[src/hw/rtl/mprt_pkg.sv]
// ----------------------------------------------------------------------------
// mprt_pkg
// Shared types and constants for the MAC PDU reassembly tracker.
// ----------------------------------------------------------------------------
package mprt_pkg;

    // Width of the accumulated SDU length register
    localparam int SDU_LEN_BITS = 16;

    // Width of the SDU length result port
    localparam int SDU_OUT_BITS = 16;

    // Largest value the accumulated length can hold
    localparam logic [SDU_LEN_BITS-1:0] SDU_LEN_MAX = '1;

    // Fixed MAC header size and subheader sizes in bytes
    localparam logic [3:0] OH_GENERIC_HDR   = 4'd6;
    localparam logic [3:0] OH_MESH          = 4'd2;
    localparam logic [3:0] OH_GRANT         = 4'd2;
    localparam logic [3:0] OH_FRAG_BASIC    = 4'd1;
    localparam logic [3:0] OH_FRAG_EXT      = 4'd2;
    localparam logic [3:0] OH_PACK_BASIC    = 4'd2;
    localparam logic [3:0] OH_PACK_EXT      = 4'd3;

    // Bit positions inside the header type field
    localparam int TY_GRANT = 0;
    localparam int TY_PACK  = 1;
    localparam int TY_FRAG  = 2;
    localparam int TY_EXT   = 3;
    localparam int TY_ARQ   = 4;
    localparam int TY_MESH  = 5;

    // Command codes
    typedef enum logic {
        CMD_PDU   = 1'b0,
        CMD_FETCH = 1'b1
    } t_cmd;

    // Fragment control codes
    typedef enum logic [1:0] {
        FC_UNFRAG = 2'd0,
        FC_LAST   = 2'd1,
        FC_FIRST  = 2'd2,
        FC_MIDDLE = 2'd3
    } t_frag_ctrl;

    // Reassembly phase, encoded as reported on the result port
    typedef enum logic [1:0] {
        PH_NONE     = 2'd0,
        PH_PARTIAL  = 2'd1,
        PH_COMPLETE = 2'd2,
        PH_EXTERNAL = 2'd3
    } t_phase;

endpackage

[src/hw/rtl/mac_pdu_reassembly_tracker_unit.sv]
// ----------------------------------------------------------------------------
// mac_pdu_reassembly_tracker_unit
// Tracks 802.16-style MAC fragment reassembly by length for PDU descriptors.
// ----------------------------------------------------------------------------
// Usage:
//   Input channel (i_in_valid / o_in_stall) carries one transaction per PDU
//   descriptor or fetch command. Output channel (o_out_valid / i_out_stall)
//   returns exactly one result transaction per input transaction, in order.
//   A transaction is taken at a rising edge where valid is high and stall low.
// Pipeline and throughput:
//   An accepted transaction sits in the input register; its result is
//   computed from it and the tracker state and lands in the result
//   register, from which it is offered on the output channel.
//   One transaction per cycle is sustained while i_out_stall is low; the
//   state update (overhead sum, length subtract, saturating add) is a
//   single pass between the two registers.
// Reset:
//   i_rst_n low clears both pipeline valids, the phase to no data, the
//   accumulated length and the last fragment sequence number to zero.
// Stall:
//   While i_out_stall holds a valid result, a transaction waiting in the
//   input register raises o_in_stall; with the input register empty one more
//   transaction is still taken.
// ----------------------------------------------------------------------------
module mac_pdu_reassembly_tracker_unit
    import mprt_pkg::*;
(
    input  logic                    i_clk,
    input  logic                    i_rst_n,
    // Input channel
    input  logic                    i_in_valid,
    output logic                    o_in_stall,
    input  logic                    i_cmd,
    input  logic [5:0]              i_type_bits,
    input  logic [1:0]              i_frag_control,
    input  logic [2:0]              i_frag_seq,
    input  logic [10:0]             i_pdu_len,
    // Output channel
    output logic                    o_out_valid,
    input  logic                    i_out_stall,
    output logic [1:0]              o_phase,
    output logic [SDU_OUT_BITS-1:0] o_sdu_len,
    output logic                    o_sdu_ready,
    output logic [3:0]              o_payload_offset,
    output logic                    o_partial_dropped,
    output logic                    o_seq_error,
    output logic                    o_malformed,
    output logic                    o_overflow
);

    // Pipeline control
    logic r_in_vld;
    logic r_out_vld;
    logic w_adv;
    logic w_in_take;
    logic w_fire;

    // Input register
    logic        r_in_cmd;
    logic [5:0]  r_in_type;
    logic [1:0]  r_in_fc;
    logic [2:0]  r_in_seq;
    logic [10:0] r_in_len;

    // Tracker state
    t_phase                  r_phase,    n_phase;
    logic [SDU_LEN_BITS-1:0] r_acc_len,  n_acc_len;
    logic [2:0]              r_last_seq, n_last_seq;

    // Result register
    t_phase                  r_out_phase,   n_out_phase;
    logic [SDU_OUT_BITS-1:0] r_out_len,     n_out_len;
    logic                    r_out_ready,   n_out_ready;
    logic [3:0]              r_out_oh,      n_out_oh;
    logic                    r_out_dropped, n_out_dropped;
    logic                    r_out_serr,    n_out_serr;
    logic                    r_out_bad,     n_out_bad;
    logic                    r_out_ovf,     n_out_ovf;

    // Datapath intermediates
    logic                    w_ext_sub;
    logic [3:0]              w_oh;
    logic [10:0]             w_pay;
    logic [SDU_LEN_BITS:0]   w_sum;

    // Handshake: result register frees up when empty or taken
    assign w_adv      = !r_out_vld || !i_out_stall;
    assign o_in_stall = r_in_vld && !w_adv;
    assign w_in_take  = i_in_valid && !o_in_stall;
    assign w_fire     = r_in_vld && w_adv;

    // Input register and pipeline valids
    always_ff @(posedge i_clk) begin
        if (!i_rst_n) begin
            r_in_vld  <= 1'b0;
            r_out_vld <= 1'b0;
        end else begin
            if (w_in_take) begin
                r_in_vld <= 1'b1;
            end else if (w_fire) begin
                r_in_vld <= 1'b0;
            end
            if (w_adv) begin
                r_out_vld <= r_in_vld;
            end
        end
    end

    always_ff @(posedge i_clk) begin
        if (w_in_take) begin
            r_in_cmd  <= i_cmd;
            r_in_type <= i_type_bits;
            r_in_fc   <= i_frag_control;
            r_in_seq  <= i_frag_seq;
            r_in_len  <= i_pdu_len;
        end
    end

    // Header and subheader overhead
    always_comb begin
        w_ext_sub = r_in_type[TY_EXT] || r_in_type[TY_ARQ];
        w_oh      = OH_GENERIC_HDR;
        if (r_in_type[TY_MESH]) begin
            w_oh = w_oh + OH_MESH;
        end
        if (r_in_type[TY_GRANT]) begin
            w_oh = w_oh + OH_GRANT;
        end
        if (r_in_type[TY_FRAG]) begin
            w_oh = w_oh + (w_ext_sub ? OH_FRAG_EXT : OH_FRAG_BASIC);
        end
        if (r_in_type[TY_PACK]) begin
            w_oh = w_oh + (w_ext_sub ? OH_PACK_EXT : OH_PACK_BASIC);
        end
        w_pay = r_in_len - 11'(w_oh);
        w_sum = {1'b0, r_acc_len} + (SDU_LEN_BITS + 1)'(w_pay);
    end

    // Reassembly state update and result
    always_comb begin
        n_phase       = r_phase;
        n_acc_len     = r_acc_len;
        n_last_seq    = r_last_seq;
        n_out_ready   = 1'b0;
        n_out_oh      = 4'd0;
        n_out_dropped = 1'b0;
        n_out_serr    = 1'b0;
        n_out_bad     = 1'b0;
        n_out_ovf     = 1'b0;
        n_out_len     = SDU_OUT_BITS'(r_acc_len);

        unique case (t_cmd'(r_in_cmd))
            CMD_FETCH: begin
                if (r_phase == PH_COMPLETE || r_phase == PH_EXTERNAL) begin
                    n_out_ready = 1'b1;
                    n_phase     = PH_NONE;
                    n_acc_len   = '0;
                end
            end
            CMD_PDU: begin
                n_out_oh = w_oh;
                if (r_in_len < 11'(w_oh)) begin
                    n_out_bad = 1'b1;
                end else if (r_in_type[TY_FRAG]) begin
                    // Basic fragments: sequence check, gap drops held data
                    if (!w_ext_sub) begin
                        if (r_in_seq != r_last_seq + 3'd1) begin
                            n_out_serr    = 1'b1;
                            n_out_dropped = (r_phase != PH_NONE);
                            n_phase       = PH_NONE;
                            n_acc_len     = '0;
                        end
                        n_last_seq = r_in_seq;
                    end
                    unique case (t_frag_ctrl'(r_in_fc))
                        FC_UNFRAG, FC_FIRST: begin
                            n_out_dropped = n_out_dropped || (n_phase != PH_NONE);
                            n_acc_len     = SDU_LEN_BITS'(w_pay);
                            n_phase       = (t_frag_ctrl'(r_in_fc) == FC_UNFRAG)
                                            ? PH_COMPLETE : PH_PARTIAL;
                        end
                        FC_LAST, FC_MIDDLE: begin
                            if (n_phase == PH_PARTIAL) begin
                                if (w_sum[SDU_LEN_BITS]) begin
                                    n_acc_len = SDU_LEN_MAX;
                                    n_out_ovf = 1'b1;
                                end else begin
                                    n_acc_len = w_sum[SDU_LEN_BITS-1:0];
                                end
                                n_phase = (t_frag_ctrl'(r_in_fc) == FC_LAST)
                                          ? PH_COMPLETE : PH_PARTIAL;
                            end
                        end
                        default: begin
                            n_phase = n_phase;
                        end
                    endcase
                end else begin
                    // No fragment subheader: replaces whatever is held
                    n_out_dropped = (r_phase != PH_NONE);
                    n_acc_len     = SDU_LEN_BITS'(w_pay);
                    n_phase       = PH_EXTERNAL;
                end
                n_out_len = SDU_OUT_BITS'(n_acc_len);
            end
            default: begin
                n_phase = r_phase;
            end
        endcase
        n_out_phase = n_phase;
    end

    // State registers
    always_ff @(posedge i_clk) begin
        if (!i_rst_n) begin
            r_phase    <= PH_NONE;
            r_acc_len  <= '0;
            r_last_seq <= 3'd0;
        end else if (w_fire) begin
            r_phase    <= n_phase;
            r_acc_len  <= n_acc_len;
            r_last_seq <= n_last_seq;
        end
    end

    // Result register
    always_ff @(posedge i_clk) begin
        if (w_fire) begin
            r_out_phase   <= n_out_phase;
            r_out_len     <= n_out_len;
            r_out_ready   <= n_out_ready;
            r_out_oh      <= n_out_oh;
            r_out_dropped <= n_out_dropped;
            r_out_serr    <= n_out_serr;
            r_out_bad     <= n_out_bad;
            r_out_ovf     <= n_out_ovf;
        end
    end

    assign o_out_valid       = r_out_vld;
    assign o_phase           = r_out_phase;
    assign o_sdu_len         = r_out_len;
    assign o_sdu_ready       = r_out_ready;
    assign o_payload_offset  = r_out_oh;
    assign o_partial_dropped = r_out_dropped;
    assign o_seq_error       = r_out_serr;
    assign o_malformed       = r_out_bad;
    assign o_overflow        = r_out_ovf;

    // ------------------------------------------------------------------------
    // Assertions
    // ------------------------------------------------------------------------

    // Empty phase never holds a length
    a_none_zero_len: assert property (@(posedge i_clk) disable iff (!i_rst_n)
        r_phase == PH_NONE |-> r_acc_len == '0)
        else $error("no-data phase with nonzero accumulated length");

    // A fetch hand-out leaves no data and carries no overhead or flags
    a_fetch_clean: assert property (@(posedge i_clk) disable iff (!i_rst_n)
        o_out_valid && o_sdu_ready |-> o_phase == PH_NONE && o_payload_offset == 4'd0
            && !o_partial_dropped && !o_seq_error && !o_malformed && !o_overflow)
        else $error("fetch result with stray phase, offset or flags");

    // A malformed PDU raises no other flag
    a_bad_alone: assert property (@(posedge i_clk) disable iff (!i_rst_n)
        o_out_valid && o_malformed |-> !o_partial_dropped && !o_seq_error
            && !o_overflow && !o_sdu_ready)
        else $error("malformed PDU raised another flag");

    // Saturation reports the clamped maximum in a fragmented phase
    a_ovf_clamp: assert property (@(posedge i_clk) disable iff (!i_rst_n)
        o_out_valid && o_overflow |-> o_sdu_len == SDU_OUT_BITS'(SDU_LEN_MAX)
            && (o_phase == PH_PARTIAL || o_phase == PH_COMPLETE))
        else $error("overflow without clamped length");

    // Tracker state holds while the receiver stalls a valid result
    a_state_hold: assert property (@(posedge i_clk) disable iff (!i_rst_n)
        r_in_vld && r_out_vld && i_out_stall |=> $stable(r_phase) && $stable(r_acc_len))
        else $error("tracker state moved while the result path was blocked");

endmodule

[config.mk]
export PLATFORM = sky130hd
export DESIGN_NAME = mac_pdu_reassembly_tracker_unit
export DESIGN_NICKNAME = d
export VERILOG_FILES = /design/src/hw/rtl/mprt_pkg.sv /design/src/hw/rtl/mac_pdu_reassembly_tracker_unit.sv
export SDC_FILE = /design/constraint.sdc
export NUM_CORES = 1
export LEC_CHECK = 0
export ABC_CLOCK_PERIOD_IN_PS = 14700
export BUFFER_PORTS_ARGS = -buffer_cell sky130_fd_sc_hd__buf_2
export CAP_MARGIN = 25
export CELL_PAD_IN_SITES_DETAIL_PLACEMENT = 0
export CELL_PAD_IN_SITES_GLOBAL_PLACEMENT = 1
export CORE_MARGIN = 4
export CORE_UTILIZATION = 49
export DETAILED_ROUTE_END_ITERATION = 10
export PLACE_DENSITY_LB_ADDON = 0.1
export REMOVE_ABC_BUFFERS = 1
export SLEW_MARGIN = 20
export SYNTH_ARGS = -nofsm -noshare
export SYNTH_HDL_FRONTEND = slang
export SYNTH_SLANG_ARGS = --single-unit
export TNS_END_PERCENT = 1
[constraint.sdc]
create_clock -name i_clk -period 14.7 [get_ports i_clk]
set_clock_uncertainty 0.15 [all_clocks]
set_input_delay 1.47 -clock i_clk [delete_from_list [all_inputs] [get_ports i_clk]]
set_output_delay 1.47 -clock i_clk [all_outputs]
set_load 0.01 [all_outputs]
==> reports/results.txt <==
Slew @ Worst Pin - 0.6615 ns
area growth from synthesis to layout - 13.97%
drt wl/cell - 17.17 um
VDD IR-drop max - 64.27 uV
Post-synth top flop - edfxtp_1
FF-to-FF setup slack - 8.67 ns
Hold Crit Class - reg2reg
DR pass1 iterations - 6
WHS Endpoint - r_acc_len[4]
Finished Layout Cells - 580
Pleak - 1.832 nW
ANT nets after route - 0
Synth warnings - 0
EDFF count, synth - 50
die width - 100.6 um
min setup slack post-route - 8.675 ns
final net count - 519
Req. time, crit path - 14.63 ns
top-area cell type share of the netlist area - 35.74%
Remaining DRCs - 0
pre-CTS setup slack - 8.750 ns
initial antenna violation count - 0
cts bufs inserted - 9
routability cong. - 0.9237
Reg clk slew, reported paths - 0.08 ns
HPWL Detailed - 7.150 mm
Critical R2R Capture - o_sdu_len[0]
total power draw - 501.8 uW
Max Fanout on Critical Path - 11
first-pass GRT wire length - 16.30 mm
PwrDens - 104.8 nW/um2
RSZ-0062 raised after global routing - false
Inst Count DP - 564
clk sink count - 73
ranking of synthesized cells by area - edfxtp_1 36%, dfxtp_1 11%, ha_1 6.0%
Final Max Tran Viols - 0
drt total wl - 9.960 mm
Hold Violations, Final - 0
Max Cap Violations - 0
CP Launch Type - flip-flop
placement row count - 33
post-route minimum period - 6.025 ns
vias per cell - 5.962
CTS Buffer Depth - 2
antenna diode count - 0
global route overflow - 0
Setup TNS Final - 0 ns
largest net degree at the start of global routing - 33
most frequent cells in the layout - 55 x buf_2, 50 x edfxtp_1, 38 x nand2_1, 32 x nor2_1, 31 x o21ai_0
1st-iter DRT viols - 206
crit path DAT - 5.96 ns
vias post-DR - 3458
Root Driver - clkbuf_8
Final Setup Violations - 0
r2r worst-path depth - 21
hold buffers post-CTS - 0
run status - finished, final reports clean
Worst slew margin - 55.34%
commonest non-fill, non-tap cell in the layout - buf_2
vias in the first global route - 3309
CTS resizes - 0
Setup Fix Bufs, Post-CTS - 0
fin crit share - 40.99%
die height - 100.6 um
Mapped Area - 4202 um2
FFs w/ async S/R, synth - 0%
layout cells sized above 1 - 17.89%
worst hold path depth - 2
Starting Density - 50.63%
Final Core Density - 57.70%
Seq/Total Area, Yosys - 46.69%
Netlist cell types - 64
Setup crit end kind - flip-flop
CTS tree - yes
DIE AREA - 10120 um2
CTS H-tree lvls - 3
R2R Path Start - r_in_type[4]
clk_lat worst skew - 0.34 ns
Filler Cell Count - 711
Max Fclk - 166.0 MHz
post-synthesis cell count - 415
IO buf count - 55
io pins - 56
Setup Crit Path Kind - reg2reg
hold path startpoint - r_acc_len[4]
Core ar. - 8299 um2
area leader, netlist - edfxtp_1
Yosys reg bits - 73
Avg Cell Area, Syn - 10.12 um2
Tot GR Track Use - 20.46%
synthesized netlist by cell type (3+ instances only):
cell type	instances
a31oi_1	3
nand2_1	38
nor2b_1	10
o21a_1	9
clkbuf_1	9
ha_1	20
nand2b_1	5
o31a_1	3
o221ai_1	3
and3_1	5
a221oi_1	4
mux2i_1	6
and2_1	8
nor2_1	32
o31ai_1	4
a211oi_1	5
inv_1	18
xnor2_1	6
a21o_1	5
and4_1	3
edfxtp_1	50
a311oi_1	6
xor2_1	9
nor4_1	5
nor3_1	7
o21ai_0	31
o211ai_1	4
nand3_1	6
dfxtp_1	23
a32oi_1	3
a21oi_1	30
cell type report:
cell class	instances	area, um2	share of cell area [%]
Clock inverter	4	50.05	1.045
Inverter	19	71.32	1.489
Multi-Input combinational cell	308	2102	43.90
Sequential cell	73	1962	40.97
Clock buffer	12	166.4	3.475
Tap cell	105	131.4	2.744
Timing Repair Buffer	59	305.3	6.376
sequential cells by signal, summed over array words and instances, names as in the netlist:
| register | flops |
|---|---|
| r_in_len | 11 |
| r_in_seq | 3 |
| o_partial_dropped | 1 |
| o_phase | 2 |
| o_seq_error | 1 |
| r_in_vld | 1 |
| o_sdu_ready | 1 |
| o_out_valid | 1 |
| o_payload_offset | 4 |
| r_acc_len | 16 |
| o_malformed | 1 |
| r_in_type | 6 |
| r_last_seq | 3 |
| r_phase | 2 |
| o_overflow | 1 |
| o_sdu_len | 16 |
| r_in_fc | 2 |
| r_in_cmd | 1 |
kinds of logic (layout without fill, tap and decap cells):
kind of cell,Yosys count,in the layout,synth area share (%)
muxes,7,7,1.697
AOI/OAI and AO/OA,135,135,22.19
adders and majority gates,22,22,6.909
DFF,73,73,46.69
and+or+nand+nor,127,127,15.28
buffers and inverters,34,94,3.454
xor gates and xnor gates,16,16,3.693
other,1,1,0.08925
worst max-delay path, cell delays in order (launching register included):
cell and delay [ns]:
edfxtp_1 0.37, nor2_1 0.29, inv_1 0.11, ha_1 0.31, nand2_1 0.05, o21ai_0 0.15, inv_1 0.08, ha_1 0.28
nand2_1 0.04, o21ai_0 0.16, ha_1 0.31, nor2b_1 0.16, o31a_1 0.37, nor3_1 0.21, xor2_1 0.26, ha_1 0.36
and3_1 0.22, a221oi_1 0.55, o22a_1 0.47, nand2_1 0.34, o31ai_1 0.38, o21ai_0 0.12
stage by stage:
stage | hold WS, ns | cell area [um2]
4_1_cts | 0.3650 | 4783
5_1_grt | 0.3880 | 4788
3_5_place_dp | 0.3541 | 4567
2_1_floorplan | 0.3218 | 4128
3_3_place_gp | 0.3387 | 4567
6_report | 0.3592 | 4788
report_power, final:
group	switching, mW	total, mW	internal [mW]
Clock	0.0770	0.170	0.0932
Sequential	0.00643	0.237	0.231
Combinational	0.0587	0.0945	0.0358
worst max path at each step:
| stage | startpoint | end | slack [ns] | depth (start not counted) |
|---|---|---|---|---|
| after global routing | r_in_type[4] | o_sdu_len[0] | 8.13 | 21 |
| after global placement | r_in_type[4] | o_sdu_len[0] | 8.92 | 21 |
| after detailed placement | r_in_type[4] | o_sdu_len[0] | 8.75 | 21 |
| final | r_in_type[4] | o_sdu_len[0] | 8.67 | 21 |
| after floorplan | r_in_type[4] | o_sdu_len[10] | 9.60 | 21 |
| after CTS | r_in_type[4] | o_sdu_len[0] | 8.73 | 21 |
routing by layer:
metal	vias up	part of all wire, %	track usage (%)
li1	1674	-	-
met1	1635	43	27.22
met2	130	49	34.43
met3	19	6.2	2.768
met4	0	1.8	6.632
met5	-	0	0
Note: power is estimated with default switching activity, not from simulation.
